## src/lsfe_pkg.sv

```systemverilog
// lsfe_pkg: shared types, codes and constants for the lsb frame extractor
// used by lsfe_parser, lsfe_out_buf and lsb_stego_frame_extractor
`default_nettype none

package lsfe_pkg;

  localparam int HEADER_BITS_DEF = 32;
  localparam int WORD_BITS       = 32;
  localparam int BYTE_BITS       = 8;
  localparam int COUNT_BITS      = 6;

  localparam logic [2:0] KIND_CHECKSUM = 3'd0;
  localparam logic [2:0] KIND_NAME_LEN = 3'd1;
  localparam logic [2:0] KIND_DATA_LEN = 3'd2;
  localparam logic [2:0] KIND_NAME     = 3'd3;
  localparam logic [2:0] KIND_DATA     = 3'd4;

  typedef enum logic [2:0] {
    PH_CHECKSUM = 3'd0,
    PH_NAME_LEN = 3'd1,
    PH_DATA_LEN = 3'd2,
    PH_NAME     = 3'd3,
    PH_DATA     = 3'd4,
    PH_DONE     = 3'd5
  } phase_t;

  typedef struct packed {
    logic [7:0] pixel;
    logic       start_req;
  } in_t;

  typedef struct packed {
    logic [2:0]           kind;
    logic [WORD_BITS-1:0] value;
    logic                 last;
  } out_t;

endpackage

`default_nettype wire

```

## src/lsb_stego_frame_extractor.sv

```systemverilog
// lsb_stego_frame_extractor: top level of the lsb frame extractor
// depends on lsfe_pkg, lsfe_parser and lsfe_out_buf
//
// usage
// - input channel (in_valid, in_stall, in_data): one pixel per transaction;
//   bit 0 of pixel is shifted in msb first, start_req restarts the parse
//   with this pixel as the first bit of a new frame
// - result channel (out_valid, out_stall, out_data): checksum, name length
//   and data length headers, then name and data bytes, tagged by kind;
//   last marks the final result of the frame
// - throughput: one pixel per cycle while in_stall is low, set by the single parser stage
// - each result is registered in the output buffer before it is presented
// - a receiver stall parks results in the output register and one skid
//   entry; in_stall rises only while the skid entry is occupied
// - reset clears the parse state to the checksum phase and empties the
//   output buffer; after the frame ends pixels are dropped until start_req
`default_nettype none

module lsb_stego_frame_extractor #(
  parameter int HEADER_BITS = lsfe_pkg::HEADER_BITS_DEF
) (
  input  wire logic            clk,
  input  wire logic            rst_n,
  input  wire logic            in_valid,
  output logic                 in_stall,
  input  wire lsfe_pkg::in_t   in_data,
  output logic                 out_valid,
  input  wire logic            out_stall,
  output lsfe_pkg::out_t       out_data
);
  import lsfe_pkg::*;

  logic accept;
  logic push;
  out_t push_item;
  logic full;

  assign in_stall = full;
  assign accept   = in_valid && !full;

  lsfe_parser #(
    .HEADER_BITS(HEADER_BITS)
  ) u_parser (
    .clk       (clk),
    .rst_n     (rst_n),
    .accept    (accept),
    .in_item   (in_data),
    .push      (push),
    .push_item (push_item)
  );

  lsfe_out_buf u_out_buf (
    .clk       (clk),
    .rst_n     (rst_n),
    .push      (push),
    .push_item (push_item),
    .full      (full),
    .out_valid (out_valid),
    .out_stall (out_stall),
    .out_data  (out_data)
  );

endmodule

`default_nettype wire

```

## src/lsfe_parser.sv

```systemverilog
// lsfe_parser: shifts in pixel lsbs and tracks header and body phases
// depends on lsfe_pkg; emits at most one result per accepted pixel
`default_nettype none

module lsfe_parser #(
  parameter int HEADER_BITS = lsfe_pkg::HEADER_BITS_DEF
) (
  input  wire logic         clk,
  input  wire logic         rst_n,
  input  wire logic         accept,
  input  wire lsfe_pkg::in_t  in_item,
  output logic              push,
  output lsfe_pkg::out_t    push_item
);
  import lsfe_pkg::*;

  // header width limited to 8..32 bits
  localparam int HDR_BITS = (HEADER_BITS > WORD_BITS) ? WORD_BITS :
                            ((HEADER_BITS < BYTE_BITS) ? BYTE_BITS : HEADER_BITS);

  localparam logic [WORD_BITS-1:0] HDR_MASK =
    WORD_BITS'((64'd1 << HDR_BITS) - 64'd1);
  localparam logic [WORD_BITS-1:0] BYTE_MASK =
    WORD_BITS'((64'd1 << BYTE_BITS) - 64'd1);
  localparam logic [COUNT_BITS-1:0] HDR_NEED  = COUNT_BITS'(HDR_BITS);
  localparam logic [COUNT_BITS-1:0] BYTE_NEED = COUNT_BITS'(BYTE_BITS);

  phase_t                phase_r, phase_nxt, eff_phase;
  logic [WORD_BITS-1:0]  shift_r, shift_nxt, eff_shift;
  logic [COUNT_BITS-1:0] count_r, count_nxt, eff_count;
  logic [WORD_BITS-1:0]  name_len_r, name_len_nxt, eff_name_len;
  logic [WORD_BITS-1:0]  data_len_r, data_len_nxt, eff_data_len;
  logic [WORD_BITS-1:0]  bytes_r, bytes_nxt, eff_bytes;

  logic                  is_hdr;
  logic [COUNT_BITS-1:0] need;
  logic [COUNT_BITS-1:0] cnt_inc;
  logic [WORD_BITS-1:0]  bytes_inc;
  logic [WORD_BITS-1:0]  shifted;

  always_comb begin
    if (in_item.start_req) begin
      eff_phase    = PH_CHECKSUM;
      eff_shift    = '0;
      eff_count    = '0;
      eff_name_len = '0;
      eff_data_len = '0;
      eff_bytes    = '0;
    end else begin
      eff_phase    = phase_r;
      eff_shift    = shift_r;
      eff_count    = count_r;
      eff_name_len = name_len_r;
      eff_data_len = data_len_r;
      eff_bytes    = bytes_r;
    end
    is_hdr    = (eff_phase == PH_CHECKSUM) || (eff_phase == PH_NAME_LEN) ||
                (eff_phase == PH_DATA_LEN);
    need      = is_hdr ? HDR_NEED : BYTE_NEED;
    shifted   = {eff_shift[WORD_BITS-2:0], in_item.pixel[0]} &
                (is_hdr ? HDR_MASK : BYTE_MASK);
    cnt_inc   = eff_count + COUNT_BITS'(1);
    bytes_inc = eff_bytes + WORD_BITS'(1);
  end

  always_comb begin
    phase_nxt    = phase_r;
    shift_nxt    = shift_r;
    count_nxt    = count_r;
    name_len_nxt = name_len_r;
    data_len_nxt = data_len_r;
    bytes_nxt    = bytes_r;
    push         = 1'b0;
    push_item    = '0;
    if (accept) begin
      phase_nxt    = eff_phase;
      shift_nxt    = eff_shift;
      count_nxt    = eff_count;
      name_len_nxt = eff_name_len;
      data_len_nxt = eff_data_len;
      bytes_nxt    = eff_bytes;
      if (is_hdr || (eff_phase == PH_NAME) || (eff_phase == PH_DATA)) begin
        shift_nxt = shifted;
        count_nxt = cnt_inc;
        if (cnt_inc >= need) begin
          shift_nxt       = '0;
          count_nxt       = '0;
          push            = 1'b1;
          push_item.value = shifted;
          case (eff_phase)
            PH_CHECKSUM: begin
              phase_nxt      = PH_NAME_LEN;
              push_item.kind = KIND_CHECKSUM;
            end
            PH_NAME_LEN: begin
              name_len_nxt   = shifted;
              phase_nxt      = PH_DATA_LEN;
              push_item.kind = KIND_NAME_LEN;
            end
            PH_DATA_LEN: begin
              data_len_nxt   = shifted;
              bytes_nxt      = '0;
              push_item.kind = KIND_DATA_LEN;
              if (eff_name_len != '0) begin
                phase_nxt = PH_NAME;
              end else if (shifted != '0) begin
                phase_nxt = PH_DATA;
              end else begin
                phase_nxt      = PH_DONE;
                push_item.last = 1'b1;
              end
            end
            PH_NAME: begin
              push_item.kind = KIND_NAME;
              bytes_nxt      = bytes_inc;
              if (bytes_inc >= eff_name_len) begin
                bytes_nxt = '0;
                if (eff_data_len != '0) begin
                  phase_nxt = PH_DATA;
                end else begin
                  phase_nxt      = PH_DONE;
                  push_item.last = 1'b1;
                end
              end
            end
            default: begin
              push_item.kind = KIND_DATA;
              bytes_nxt      = bytes_inc;
              if (bytes_inc >= eff_data_len) begin
                bytes_nxt      = '0;
                phase_nxt      = PH_DONE;
                push_item.last = 1'b1;
              end
            end
          endcase
        end
      end
    end
  end

  always_ff @(posedge clk) begin
    if (!rst_n) begin
      phase_r    <= PH_CHECKSUM;
      shift_r    <= '0;
      count_r    <= '0;
      name_len_r <= '0;
      data_len_r <= '0;
      bytes_r    <= '0;
    end else begin
      phase_r    <= phase_nxt;
      shift_r    <= shift_nxt;
      count_r    <= count_nxt;
      name_len_r <= name_len_nxt;
      data_len_r <= data_len_nxt;
      bytes_r    <= bytes_nxt;
    end
  end

  a_count_below_header: assert property (@(posedge clk) disable iff (!rst_n)
    count_r < HDR_NEED)
    else $error("bit count reached header width");

  a_last_ends_frame: assert property (@(posedge clk) disable iff (!rst_n)
    push && push_item.last |=> phase_r == PH_DONE)
    else $error("last result did not end the frame");

  a_done_clears_bytes: assert property (@(posedge clk) disable iff (!rst_n)
    phase_r == PH_DONE |-> bytes_r == '0 && count_r == '0)
    else $error("done phase holds stale counters");

endmodule

`default_nettype wire

```

## src/lsfe_out_buf.sv

```systemverilog
// lsfe_out_buf: output register with one skid entry for the result channel
// depends on lsfe_pkg for the result struct
`default_nettype none

module lsfe_out_buf (
  input  wire logic            clk,
  input  wire logic            rst_n,
  input  wire logic            push,
  input  wire lsfe_pkg::out_t  push_item,
  output logic                 full,
  output logic                 out_valid,
  input  wire logic            out_stall,
  output lsfe_pkg::out_t       out_data
);
  import lsfe_pkg::*;

  logic out_valid_r, out_valid_nxt;
  logic skid_valid_r, skid_valid_nxt;
  out_t main_r, main_nxt;
  out_t skid_r, skid_nxt;
  logic pop;

  assign pop       = out_valid_r && !out_stall;
  assign full      = skid_valid_r;
  assign out_valid = out_valid_r;
  assign out_data  = main_r;

  always_comb begin
    out_valid_nxt  = out_valid_r;
    skid_valid_nxt = skid_valid_r;
    main_nxt       = main_r;
    skid_nxt       = skid_r;
    if (skid_valid_r) begin
      if (pop) begin
        main_nxt       = skid_r;
        skid_valid_nxt = 1'b0;
      end
    end else if (push) begin
      if (!out_valid_r || pop) begin
        main_nxt      = push_item;
        out_valid_nxt = 1'b1;
      end else begin
        skid_nxt       = push_item;
        skid_valid_nxt = 1'b1;
      end
    end else if (pop) begin
      out_valid_nxt = 1'b0;
    end
  end

  always_ff @(posedge clk) begin
    if (!rst_n) begin
      out_valid_r  <= 1'b0;
      skid_valid_r <= 1'b0;
    end else begin
      out_valid_r  <= out_valid_nxt;
      skid_valid_r <= skid_valid_nxt;
    end
  end

  always_ff @(posedge clk) begin
    main_r <= main_nxt;
    skid_r <= skid_nxt;
  end

  a_skid_needs_main: assert property (@(posedge clk) disable iff (!rst_n)
    skid_valid_r |-> out_valid_r)
    else $error("skid entry held without an output entry");

  a_stalled_result_kept: assert property (@(posedge clk) disable iff (!rst_n)
    out_valid_r && out_stall |=> out_valid_r)
    else $error("stalled result dropped");

  a_skid_drains_in_order: assert property (@(posedge clk) disable iff (!rst_n)
    skid_valid_r && pop |=> main_r == $past(skid_r))
    else $error("skid entry not moved to output");

endmodule

`default_nettype wire

```

## config.mk

```make
export PLATFORM = sky130hd
export DESIGN_NAME = lsb_stego_frame_extractor
export DESIGN_NICKNAME = d
export VERILOG_FILES = /design/src/lsfe_pkg.sv /design/src/lsb_stego_frame_extractor.sv /design/src/lsfe_parser.sv /design/src/lsfe_out_buf.sv
export SDC_FILE = /design/constraint.sdc
export NUM_CORES = 1
export LEC_CHECK = 0
export BUFFER_PORTS_ARGS = -buffer_cell sky130_fd_sc_hd__buf_4
export CORE_MARGIN = 3
export CORE_UTILIZATION = 40
export CTS_BUF_LIST = sky130_fd_sc_hd__clkbuf_4 sky130_fd_sc_hd__clkbuf_8
export CTS_CLUSTER_DIAMETER = 150
export DETAILED_ROUTE_END_ITERATION = 12
export PLACE_DENSITY_LB_ADDON = 0.25
export SLEW_MARGIN = 20
export SYNTH_ARGS = -nofsm -noshare
export SYNTH_HDL_FRONTEND = slang
export SYNTH_SLANG_ARGS = --single-unit
```

## constraint.sdc

```tcl
create_clock -name clk -period 6.1 [get_ports clk]
set_input_delay 1.22 -clock clk [delete_from_list [all_inputs] [get_ports clk]]
set_output_delay 1.22 -clock clk [all_outputs]
set_load 0.05 [all_outputs]
```

=== After elaboration in Yosys (flattened, before gate mapping) ===
Cells that the tools add are included.

* Register bits after elaboration: 210
* Logic and storage cells: 104
* Input port bits: 13
* Output and inout bits: 38

* Add/subtract/negate cells: 2
* Bitwise gates (word level): 3
* $lt $le $gt $ge: 3
* Reductions and logical operators: 21
* Eq/ne operators: 6
* Mux-type cells: 55

{| class="wikitable"
|+ Operators with widths
! cell !! count
|-
| 32-bit 2-to-1 mux || 14
|-
| 36-bit 2-to-1 mux || 7
|-
| 32-bit one-hot mux with 3 select lines || 1
|-
| 32-bit nonzero test || 3
|-
| 31-bit 2-to-1 mux || 3
|-
| 32-bit greater-or-equal comparator || 2
|-
| 32-bit by 1-bit adder with 32-bit output, second input constant || 1
|-
| 32-bit bitwise AND || 1
|-
| 6-bit 2-to-1 mux || 4
|-
| 3-bit one-hot mux with 4 select lines || 2
|-
| 3-bit 2-to-1 mux || 6
|-
| 1-bit 2-to-1 mux || 17
|-
| 3-bit AND reduction || 3
|-
| 6-bit by 1-bit adder with 6-bit output, second input constant || 1
|-
| 3-bit by 2-bit == test with 1-bit output, second input constant || 2
|-
| 6-bit greater-or-equal comparator || 1
|-
| 2-bit nonzero test || 3
|-
| 1-bit logical OR || 5
|-
| 3-bit by 1-bit == test with 1-bit output, second input constant || 1
|-
| 3-bit == test, second input constant || 1
|-
| 1-bit logical NOT || 3
|-
| 3-bit logical NOT || 1
|-
| 1-bit one-hot mux with 3 select lines || 1
|-
| 1-bit logical AND || 2
|-
| 4 further kinds || 5
|}

=== Depth between registers and ports, before layout ===
Gate-level depths: netlist of run 1.

* Depth after elaboration: 16
* Mapped depth: 25

=== Hierarchy ===
From an unflattened synthesis of run 1, not the netlist that was laid out.

* Cells, all modules: 1130
* Area total of the unflattened synthesis: 10836.6 um^2

{| class="wikitable"
|+ Modules (own cells, without submodules)
! module !! times used !! area each (um^2) !! cells an instance
|-
| lsfe_parser || 1 || 8104.0 || 1004
|-
| lsfe_out_buf || 1 || 2718.9 || 125
|-
| lsb_stego_frame_extractor || 1 || 13.8 || 1
|}

=== Least setup slack after synthesis of run 1 ===
No wires, ideal clock.

* Path type: input to register
* From: input in_data[0] (netlist name)
* To: register u_out_buf.main_r (netlist bit u_out_buf.out_data[0]) (enable)
* Library setup time: 0.441 ns
* Arrival: 5.976 ns
* Buffers on the path: 6
* Data required time: 5.659 ns
* Slack: -0.317 ns
* Cell stages on the path: 15
* Path through: clkbuf_1 -> buf_1 -> clkbuf_1 -> clkbuf_1 -> buf_1 -> nor2b_1 -> ha_1 -> nand3_1 -> xor2_1 -> o221ai_1 -> a21oi_1 -> nor2_1 -> clkbuf_1 -> a21oi_1 -> a21oi_1

* Longest elaborated chain between the ends: 11

{| class="wikitable"
|+ Ends and longest elaborated chain
! item !! line !! RTL
|-
| start, declared || lsb_stego_frame_extractor.sv:26 || <nowiki>input wire lsfe_pkg::in_t in_data,</nowiki>
|-
| parallel branches: the longest is 7 deep, another holds 6-bit by 1-bit adder with 6-bit output || n/a ||
|-
| 1-bit 2-to-1 mux * || lsfe_parser.sv:82 || <nowiki>if (is_hdr || (eff_phase == PH_NAME) || (eff_phase == PH_DATA)) begin</nowiki>
|-
| 1-bit 2-to-1 mux * || lsfe_parser.sv:75 || <nowiki>if (accept) begin</nowiki>
|-
| 2-bit nonzero test (no line) * || n/a ||
|-
| 3-bit AND reduction (no line) * || n/a ||
|-
| end signal, assigned || lsfe_out_buf.sv:62 || <nowiki>main_r <= main_nxt;</nowiki>
|-
| end, declared || lsfe_out_buf.sv:19 || <nowiki>out_t main_r, main_nxt;</nowiki>
|}

Every way passes the cells marked *.
A chain may end at the register's enable or synchronous reset.

=== Worst setup path after layout of run 1 ===
* From: input in_data[0] (netlist name)
* To: register u_parser.bytes_r[4]

* Longest elaborated chain between the ends: 8

{| class="wikitable"
|+ Ends and longest elaborated chain
! item !! line !! RTL
|-
| parallel branches: the longest is 7 deep, another holds 32-bit by 1-bit adder with 32-bit output || n/a ||
|-
| 32-bit 2-to-1 mux * || lsfe_parser.sv:82 ||
|-
| end signal, assigned || lsfe_parser.sv:155 || <nowiki>bytes_r <= bytes_nxt;</nowiki>
|-
| end, declared || lsfe_parser.sv:33 || <nowiki>logic [WORD_BITS-1:0] bytes_r, bytes_nxt, eff_bytes;</nowiki>
|}

Marked as above.

==> summary.md, run 1 <==
| Metric | Value |
|---|---|
| Syn_nets | 1,269 |
| Type of origin of the critical path | input pin |
| Period Utilization, post-route | 0.863 |
| CTS H-tree depth | 2 |
| Fin cells | 1,590 |
| Crit Path Max Fanout | 23 |
| FF+latch count, synth | 210 |
| Setup TNS Final | 0 ns |
| Hold buffers post-CTS | 0 |
| Clock Path Buffers | 3 |
| Hold Fails Final Rpt | 0 |
| Hpwl dp | 20,100 um |
| Most common cell after layout, fill and taps aside | nand2_1 |
| Dpl cells | ~1,500 |
| Wire per inst | roughly 18 um |
| PortBufs | between 40 and 50 |
| Chip height | 172 um |
| DIE WIDTH | between 150 and 200 um |
| Largest net degree at the start of global routing | 116 |
| Synth unique cells | 65 |
| Mapped Cells | 1,189 |
| Ys flop type | dfxtp_1 |
| Total grt overflow | 0 |
| Antenna Nets Post-Route | 0 |
| Global-route wire length before repair | 46,400 um |
| CP Buf/Inv Count | 3 |
| # rows | 59 |
| Hold crit path type | reg -> reg |
| Ys async rst share | 0 |
| Via/cell ratio | 5.67 |
| Synthesized cell area | roughly 11,000 um2 |
| CTS tree | built |
| CP Cell Sequence | buf_4 > nor2b_1 > ha_1 > nand3_2 > nor4_2 > buf_4 > nand2_2 > nor4_2 > nand2_1 > or3_1 > a21oi_1 > ha_1 > nand4_1 > nor2_1 > o21ai_0 > a211oi_1 > a311o_1 > or3_4 > a21oi_4 > buf_12 > a31oi_1 > nor3_1 |
| Clock-pin slew on the worst setup and hold paths | about 0.06 ns |
| Initial core utilization | 0.414 |
| Status | completed |
| Max Cap Viol | 0 |
| DRT Wirelength | 28,900 um |
| LEAKAGE | 0.00479 uW |
| Register area share after synthesis | 0.449 |
| Core Footprint | 26,500 um2 |
| Placer congestion estimate | 0.874 |
| Max-slew headroom | 0.340 |
| CP max stage delay | 0.44 ns |
| Post-CTS setup buffers | 0 |
| Register area | 4920 um2 |
| Max-slew violation count | 0 |
| RSZ-0062 raised after global routing | no |
| Worst endpoint data arrival time | 5.72 ns |
| PostCTS Resize Cnt | 0 |
| N_diodes | 0 |
| Initial DRT Pass Iterations | 5 |
| Nets | 1,305 |
| Slowest cell on the critical path | or3_4 |
| Via count | 9,014 |
| Synthesized area per cell | 9.22 um2 |
| Peak supply drop | between 100 and 150 uV |
| Max Fclk | approximately 190 MHz |
| CTS buffer count | 38 |
| Detailed Route Iter0 Violations | 733 |
| Crit Path Category | in -> reg |
| Clock Latency Late Sink | approximately 0.54 ns |
| Total track usage | 0.196 |
| Slew at the pin with the worst max-slew slack | about 0.99 ns |
| Required time worst endpoint | 6.56 ns |
| EDFF count, synth | around 70 |
| Antenna violations before repair | 0 |
| CP endpoint kind | flop |
| Critical path's top delay family | simple AND/OR/NAND/NOR gates |
| Crit path time final | 5.27 ns |
| Number of global-route vias before repair | 8,543 |
| FILL cells | around 2,500 |
| Clk_skew | around 0.029 ns |
| Share of cells above drive strength 1 | 0.124 |
| Ports | 51 |
| Final setup fails | 0 |
| Synthesis-to-finish area growth | 13.3% |
| Multi-input logic area | 5730 um2 |
| Root Buffer | clkbuf_8 |
| Clock Sink Count | 210 |
| # DRC | 0 |
| Power Dens Cells | between 200 and 250 nW/um2 |
| Die ar. | 29,400 um2 |
| Most frequent cells in the layout | 139 x nand2_1, 138 x dfxtp_1, 127 x nor2b_1 |
| Ys Warns | 0 |
## metal layers
layer | up-vias | share of wire | GRT usage
li1 | 4440 | - | -
met1 | 4298 | 0.49 | 0.292
met2 | 236 | 0.43 | 0.291
met3 | 40 | 0.059 | 0.0377
met4 | 0 | 0.017 | 0.0504
met5 | - | 0 | 0
## worst min-delay path, cell delays in order (launching register included)
cell	delay, ns
dfxtp_1	0.31
nand2_1	0.05
a21boi_0	0.06
## state kept, by name, summed over array words and instances, names as in the netlist
name and flops:
u_out_buf.out_valid 1, u_parser.phase_r 3, u_out_buf.skid_r 36, u_parser.data_len_r 32
u_parser.name_len_r 32, u_parser.count_r 6, u_parser.bytes_r 32, u_out_buf.out_data 36
u_parser.shift_r 31, u_out_buf.full 1
## through the flow
step	utilization	power [uW]	setup slack [ns]	hold slack, ns	cell area (um2)
2_1_floorplan	-	1530	0.0616	0.445	11000
6_report	0.469	2870	0.834	0.479	12400
3_3_place_gp	0.440	1560	0.418	0.464	11700
3_5_place_dp	0.440	1560	0.334	0.472	11700
4_1_cts	0.469	2900	0.896	0.481	12400
5_1_grt	0.469	2970	0.477	0.516	12400
## layout make-up
| type | count | area share |
|---|---|---|
| multi-input combinational | 893 | 0.461 |
| sequential | 210 | 0.396 |
| clock buffer | 59 | 0.0568 |
| timing repair buffer | 71 | 0.0439 |
| tap | 335 | 0.0337 |
| clock inverter | 11 | 0.00443 |
| inverter | 11 | 0.00332 |
## final timing paths
| kind | from | to | slack, ns | depth (start not counted) |
|---|---|---|---|---|
| setup reg to reg | u_parser.bytes_r[0] | u_parser.bytes_r[4] | 1.23 | 21 |
| setup / recovery | in_data[0] | u_parser.bytes_r[4] | 0.83 | 22 |
| hold reg to reg | u_parser.count_r[1] | u_parser.count_r[1] | 0.48 | 2 |
| hold / removal | u_parser.count_r[1] | u_parser.count_r[1] | 0.48 | 2 |
## cell usage after synthesis, types with 22 or more instances
master / n / area share
a21o_1: 41 / 0.028
a21oi_1: 67 / 0.031
a22oi_1: 57 / 0.039
a32oi_1: 27 / 0.022
clkbuf_1: 62 / 0.021
dfxtp_1: 138 / 0.25
edfxtp_1: 72 / 0.20
ha_1: 67 / 0.076
nand2_1: 140 / 0.048
nand3_1: 26 / 0.012
nand4_1: 22 / 0.013
nor2_1: 80 / 0.027
nor2b_1: 127 / 0.072
nor3_1: 35 / 0.016
nor4_1: 30 / 0.017
o21ai_0: 27 / 0.012
## cell families after synthesis
family	after synthesis	share of synthesized area
AO/OA/AOI/OAI	280	0.176
XOR/XNOR	30	0.0253
adder cells (fa/ha/maj)	67	0.0765
buffers and inverters	86	0.0313
flip-flops	210	0.449
multiplexers	1	0.000913
AND/OR/NAND/NOR	515	0.241
## power breakdown
| part | switching, uW | leakage, uW | internal (uW) |
|---|---|---|---|
| clock network | 591 | 0.000410 | 740 |
| logic | 66.2 | 0.00249 | 27.6 |
| registers | 1.89 | 0.00189 | 1440 |
Power figures use the tool's default switching activity.
==> inputs of run 2 (changes only) <==
--- a/config.mk
+++ b/config.mk
@@ -11,6 +11,7 @@
 export CTS_BUF_LIST = sky130_fd_sc_hd__clkbuf_4 sky130_fd_sc_hd__clkbuf_8
 export CTS_CLUSTER_DIAMETER = 150
 export DETAILED_ROUTE_END_ITERATION = 12
+export MAX_ROUTING_LAYER = met4
 export PLACE_DENSITY_LB_ADDON = 0.25
 export SLEW_MARGIN = 20
 export SYNTH_ARGS = -nofsm -noshare
==> run 2 against run 1 <==
Cell count up 0.13%. Sequential cell count is the same. Sequential share of layout area is 0.13 points lower. Worst hold slack improved by 0.0064 ns. Setup slack worse by 0.049 ns. Critical endpoint is now u_parser.bytes_r[3]. Highest routed layer unchanged.
==> summary.md, run 2 (synthesis gave the netlist of run 1 again) <==
| Metric | Value |
|---|---|
| Via/cell ratio | 5.76 (was 5.67) |
| PortBufs | 43 (unchanged) |
| Crit path time final | 5.31 ns (was 5.27 ns) |
| DIE WIDTH | 172 um (unchanged) |
| Global-route wire length before repair | 46,300 um (was 46,400 um) |
| # DRC | 0 (unchanged) |
| Ports | 51 (unchanged) |
| Slew at the pin with the worst max-slew slack | 1.04 ns (was 0.990 ns) |
| Slowest cell on the critical path | or3_4 (unchanged) |
| Worst R2R Setup Slack | 1.23 ns (about the same) |
| Hold Fails Final Rpt | 0 (unchanged) |
| Post-CTS setup buffers | 0 (unchanged) |
| Clk_skew | 0.0241 ns (was 0.0288 ns) |
| Net Sw Power | 668 uW (was 659 uW) |
| Synthesis-to-finish area growth | 13.7% (was 13.3%) |
| CP max stage delay | 0.44 ns (about the same) |
| CTS H-tree depth | 2 (unchanged) |
| Setup TNS Final | 0 ns (unchanged) |
| P_int | 2260 uW (was 2210 uW) |
| Worst reg2reg endpoint | u_parser.bytes_r[3] (was u_parser.bytes_r[4]) |
| # rows | 59 (unchanged) |
| Number of global-route vias before repair | 8,445 (was 8,543) |
| Via count | 9,164 (was 9,014) |
| Seq pwr share | 0.493 (was 0.503) |
| CP Buf/Inv Count | 3 (unchanged) |
| Wire per inst | 18.3 um (was 18.2 um) |
| R2R cell count | 19 (was 21) |
| Max-slew violation count | 0 (unchanged) |
| Max-slew headroom | 0.306 (was 0.340) |
| Chip height | 172 um (unchanged) |
| Power Dens Cells | 234 nW/um2 (was 231 nW/um2) |
| Worst endpoint data arrival time | 5.77 ns (was 5.72 ns) |
| Clock Sink Count | 210 (unchanged) |
| Most common cell after layout, fill and taps aside | nand2_1 (unchanged) |
| DRT Wirelength | 29,200 um (was 28,900 um) |
| Die ar. | 29,400 um2 (unchanged) |
| Max Cap Viol | 0 (unchanged) |
| Critical path depth | 22 (unchanged) |
| Comb pwr share | 0.032 (was 0.033) |
| Clock Path Buffers | 3 (unchanged) |
| LEAKAGE | 0.00481 uW (was 0.00479 uW) |
| Hold crit path type | reg -> reg (unchanged) |
| CP Cell Sequence | buf_4 > nor2b_1 > ha_1 > nand3_2 > nor4_2 > buf_4 > nand2_2 > nor4_2 > nand2_1 > or3_1 > a21oi_1 > ha_1 > nand4_1 > nor2_1 > o21ai_0 > a211oi_1 > a311o_1 > or3_4 > a21oi_4 > buf_4 > a31oi_1 > nor3_1 (was buf_4 > nor2b_1 > ha_1 > nand3_2 > nor4_2 > buf_4 > nand2_2 > nor4_2 > nand2_1 > or3_1 > a21oi_1 > ha_1 > nand4_1 > nor2_1 > o21ai_0 > a211oi_1 > a311o_1 > or3_4 > a21oi_4 > buf_12 > a31oi_1 > nor3_1) |
| Initial DRT Pass Iterations | 6 (was 5) |
| Core Footprint | 26,500 um2 (unchanged) |
| Critical Path End | u_parser.bytes_r[3] (was u_parser.bytes_r[4]) |
| Initial core utilization | 0.414 (unchanged) |
| Antenna violations before repair | 0 (unchanged) |
| Clock-pin slew on the worst setup and hold paths | 0.06 ns (about the same) |
| Crit Path Category | in -> reg (unchanged) |
| Status | completed (unchanged) |
| Crit path from | in_data[0] (unchanged) |
| Crit Path Max Fanout | 23 (unchanged) |
| Placer congestion estimate | 0.896 (was 0.874) |
| Final setup fails | 0 (unchanged) |
| Peak supply drop | 105 uV (was 122 uV) |
| Max Fclk | 188 MHz (was 190 MHz) |
| Type of origin of the critical path | input pin (unchanged) |
| Total grt overflow | 0 (unchanged) |
| Antenna Nets Post-Route | 0 (unchanged) |
| Required time worst endpoint | 6.56 ns (about the same) |
| Largest net degree at the start of global routing | 125 (was 116) |
| FF-to-FF Start | u_parser.bytes_r[2] (was u_parser.bytes_r[0]) |
| Hold buffers post-CTS | 0 (unchanged) |
| Detailed Route Iter0 Violations | 749 (was 733) |
| CP endpoint kind | flop (unchanged) |
| Root Buffer | clkbuf_8 (unchanged) |
| N_diodes | 0 (unchanged) |
| CTS buffer count | 38 (unchanged) |
| Switching part of the total | 0.228 (was 0.230) |
| Hpwl dp | 20,200 um (was 20,100 um) |
| Nets | 1,307 (was 1,305) |
| Clock Power Share | 0.475 (was 0.464) |
| PostCTS Resize Cnt | 0 (unchanged) |
| Most frequent cells in the layout | 139 x nand2_1, 138 x dfxtp_1, 127 x nor2b_1 (unchanged) |
| Most used cell, CP | buf_4 |
| Total track usage | 0.202 (was 0.196) |
| RSZ-0062 raised after global routing | no (unchanged) |
| Critical path's top delay family | simple AND/OR/NAND/NOR gates (unchanged) |
| Min Hold Slack | 0.485 ns (was 0.479 ns) |
| Share of cells above drive strength 1 | 0.126 (was 0.124) |
| Clock Latency Late Sink | 0.55 ns (was 0.54 ns) |
| CTS tree | built (unchanged) |
| Period Utilization, post-route | 0.871 (was 0.863) |
run 2: changes by cell type in the layout (fill, tap and decap cells not counted):
cell | previous run | this run
buf_4 | 70 | 73
clkbuf_4 | 17 | 15
inv_8 | 0 | 2
inv_6 | 2 | 1
buf_12 | 1 | 0
clkinv_1 | 6 | 5
clkbuf_8 | 42 | 43
bufinv_16 | 0 | 1
run 2: area by class of cell:
cell class | count | area (um2)
fillers | 2523 | 14000
multi-input cells | 893 | 5730
flip-flops and latches | 210 | 4920
clock buffers | 58 | 704
repair buffers | 73 | 548
well taps | 335 | 419
clock inverters | 12 | 95.1
inverters | 11 | 41.3
run 2: per-layer routing:
metal / part of all wire / track usage / vias to the layer above / wire length (um)
met4: 0.022 / 0.0609 / 0 / 634
met5: 0 / - / - / 0
met2: 0.43 / 0.287 / 250 / 12600
met3: 0.055 / 0.0326 / 59 / 1610
li1: - / - / 4434 / -
met1: 0.49 / 0.295 / 4421 / 14400
run 2: worst min path at each step:
stage | startpoint | cells after the start | slack [ns] | endpoint
finish | u_parser.count_r[5] | 2 | 0.49 | u_parser.count_r[5]
global route | u_parser.count_r[5] | 2 | 0.52 | u_parser.count_r[5]
CTS | u_parser.count_r[1] | 2 | 0.49 | u_parser.count_r[1]
detailed placement | u_parser.count_r[1] | 2 | 0.48 | u_parser.count_r[1]
global placement | u_parser.count_r[1] | 2 | 0.46 | u_parser.count_r[1]
floorplan | u_parser.count_r[1] | 2 | 0.45 | u_parser.count_r[1]
run 2: worst reg2reg max path: cells and delay by family (launching register included):
family                     cells  cell delay, ns
buffers and inverters          2            0.49
DFF                            1            0.43
adders and majority gates      1            0.31
and+or+nand+nor                9            2.34
AOI/OAI and AO/OA              6            1.08
xor gates and xnor gates       1            0.15
run 2: power groups by stage:
stage	Clock, uW	Combinational (uW)	Sequential [uW]
final	1390	93.3	1440
after global placement	0	92.5	1470
after global routing	1480	101	1440
after floorplan	0	63.6	1470
after CTS	1420	92.9	1440
after detailed placement	0	92.7	1470
run 2: through the flow:
| stage | instance area (um2) | worst slack [ns] | total power [uW] | cells | utilization |
|---|---|---|---|---|---|
| 6_report | 12500 | 0.786 | 2920 | 1592 | 0.470 |
| 5_1_grt | 12500 | 0.390 | 3020 | 1592 | 0.470 |
| 4_1_cts | 12500 | 0.828 | 2960 | 1592 | 0.470 |
| 3_5_place_dp | 11700 | 0.277 | 1560 | 1522 | 0.440 |
| 3_3_place_gp | 11700 | 0.307 | 1560 | 1522 | 0.440 |
| 2_1_floorplan | 11000 | 0.0616 | 1530 | 1189 | - |
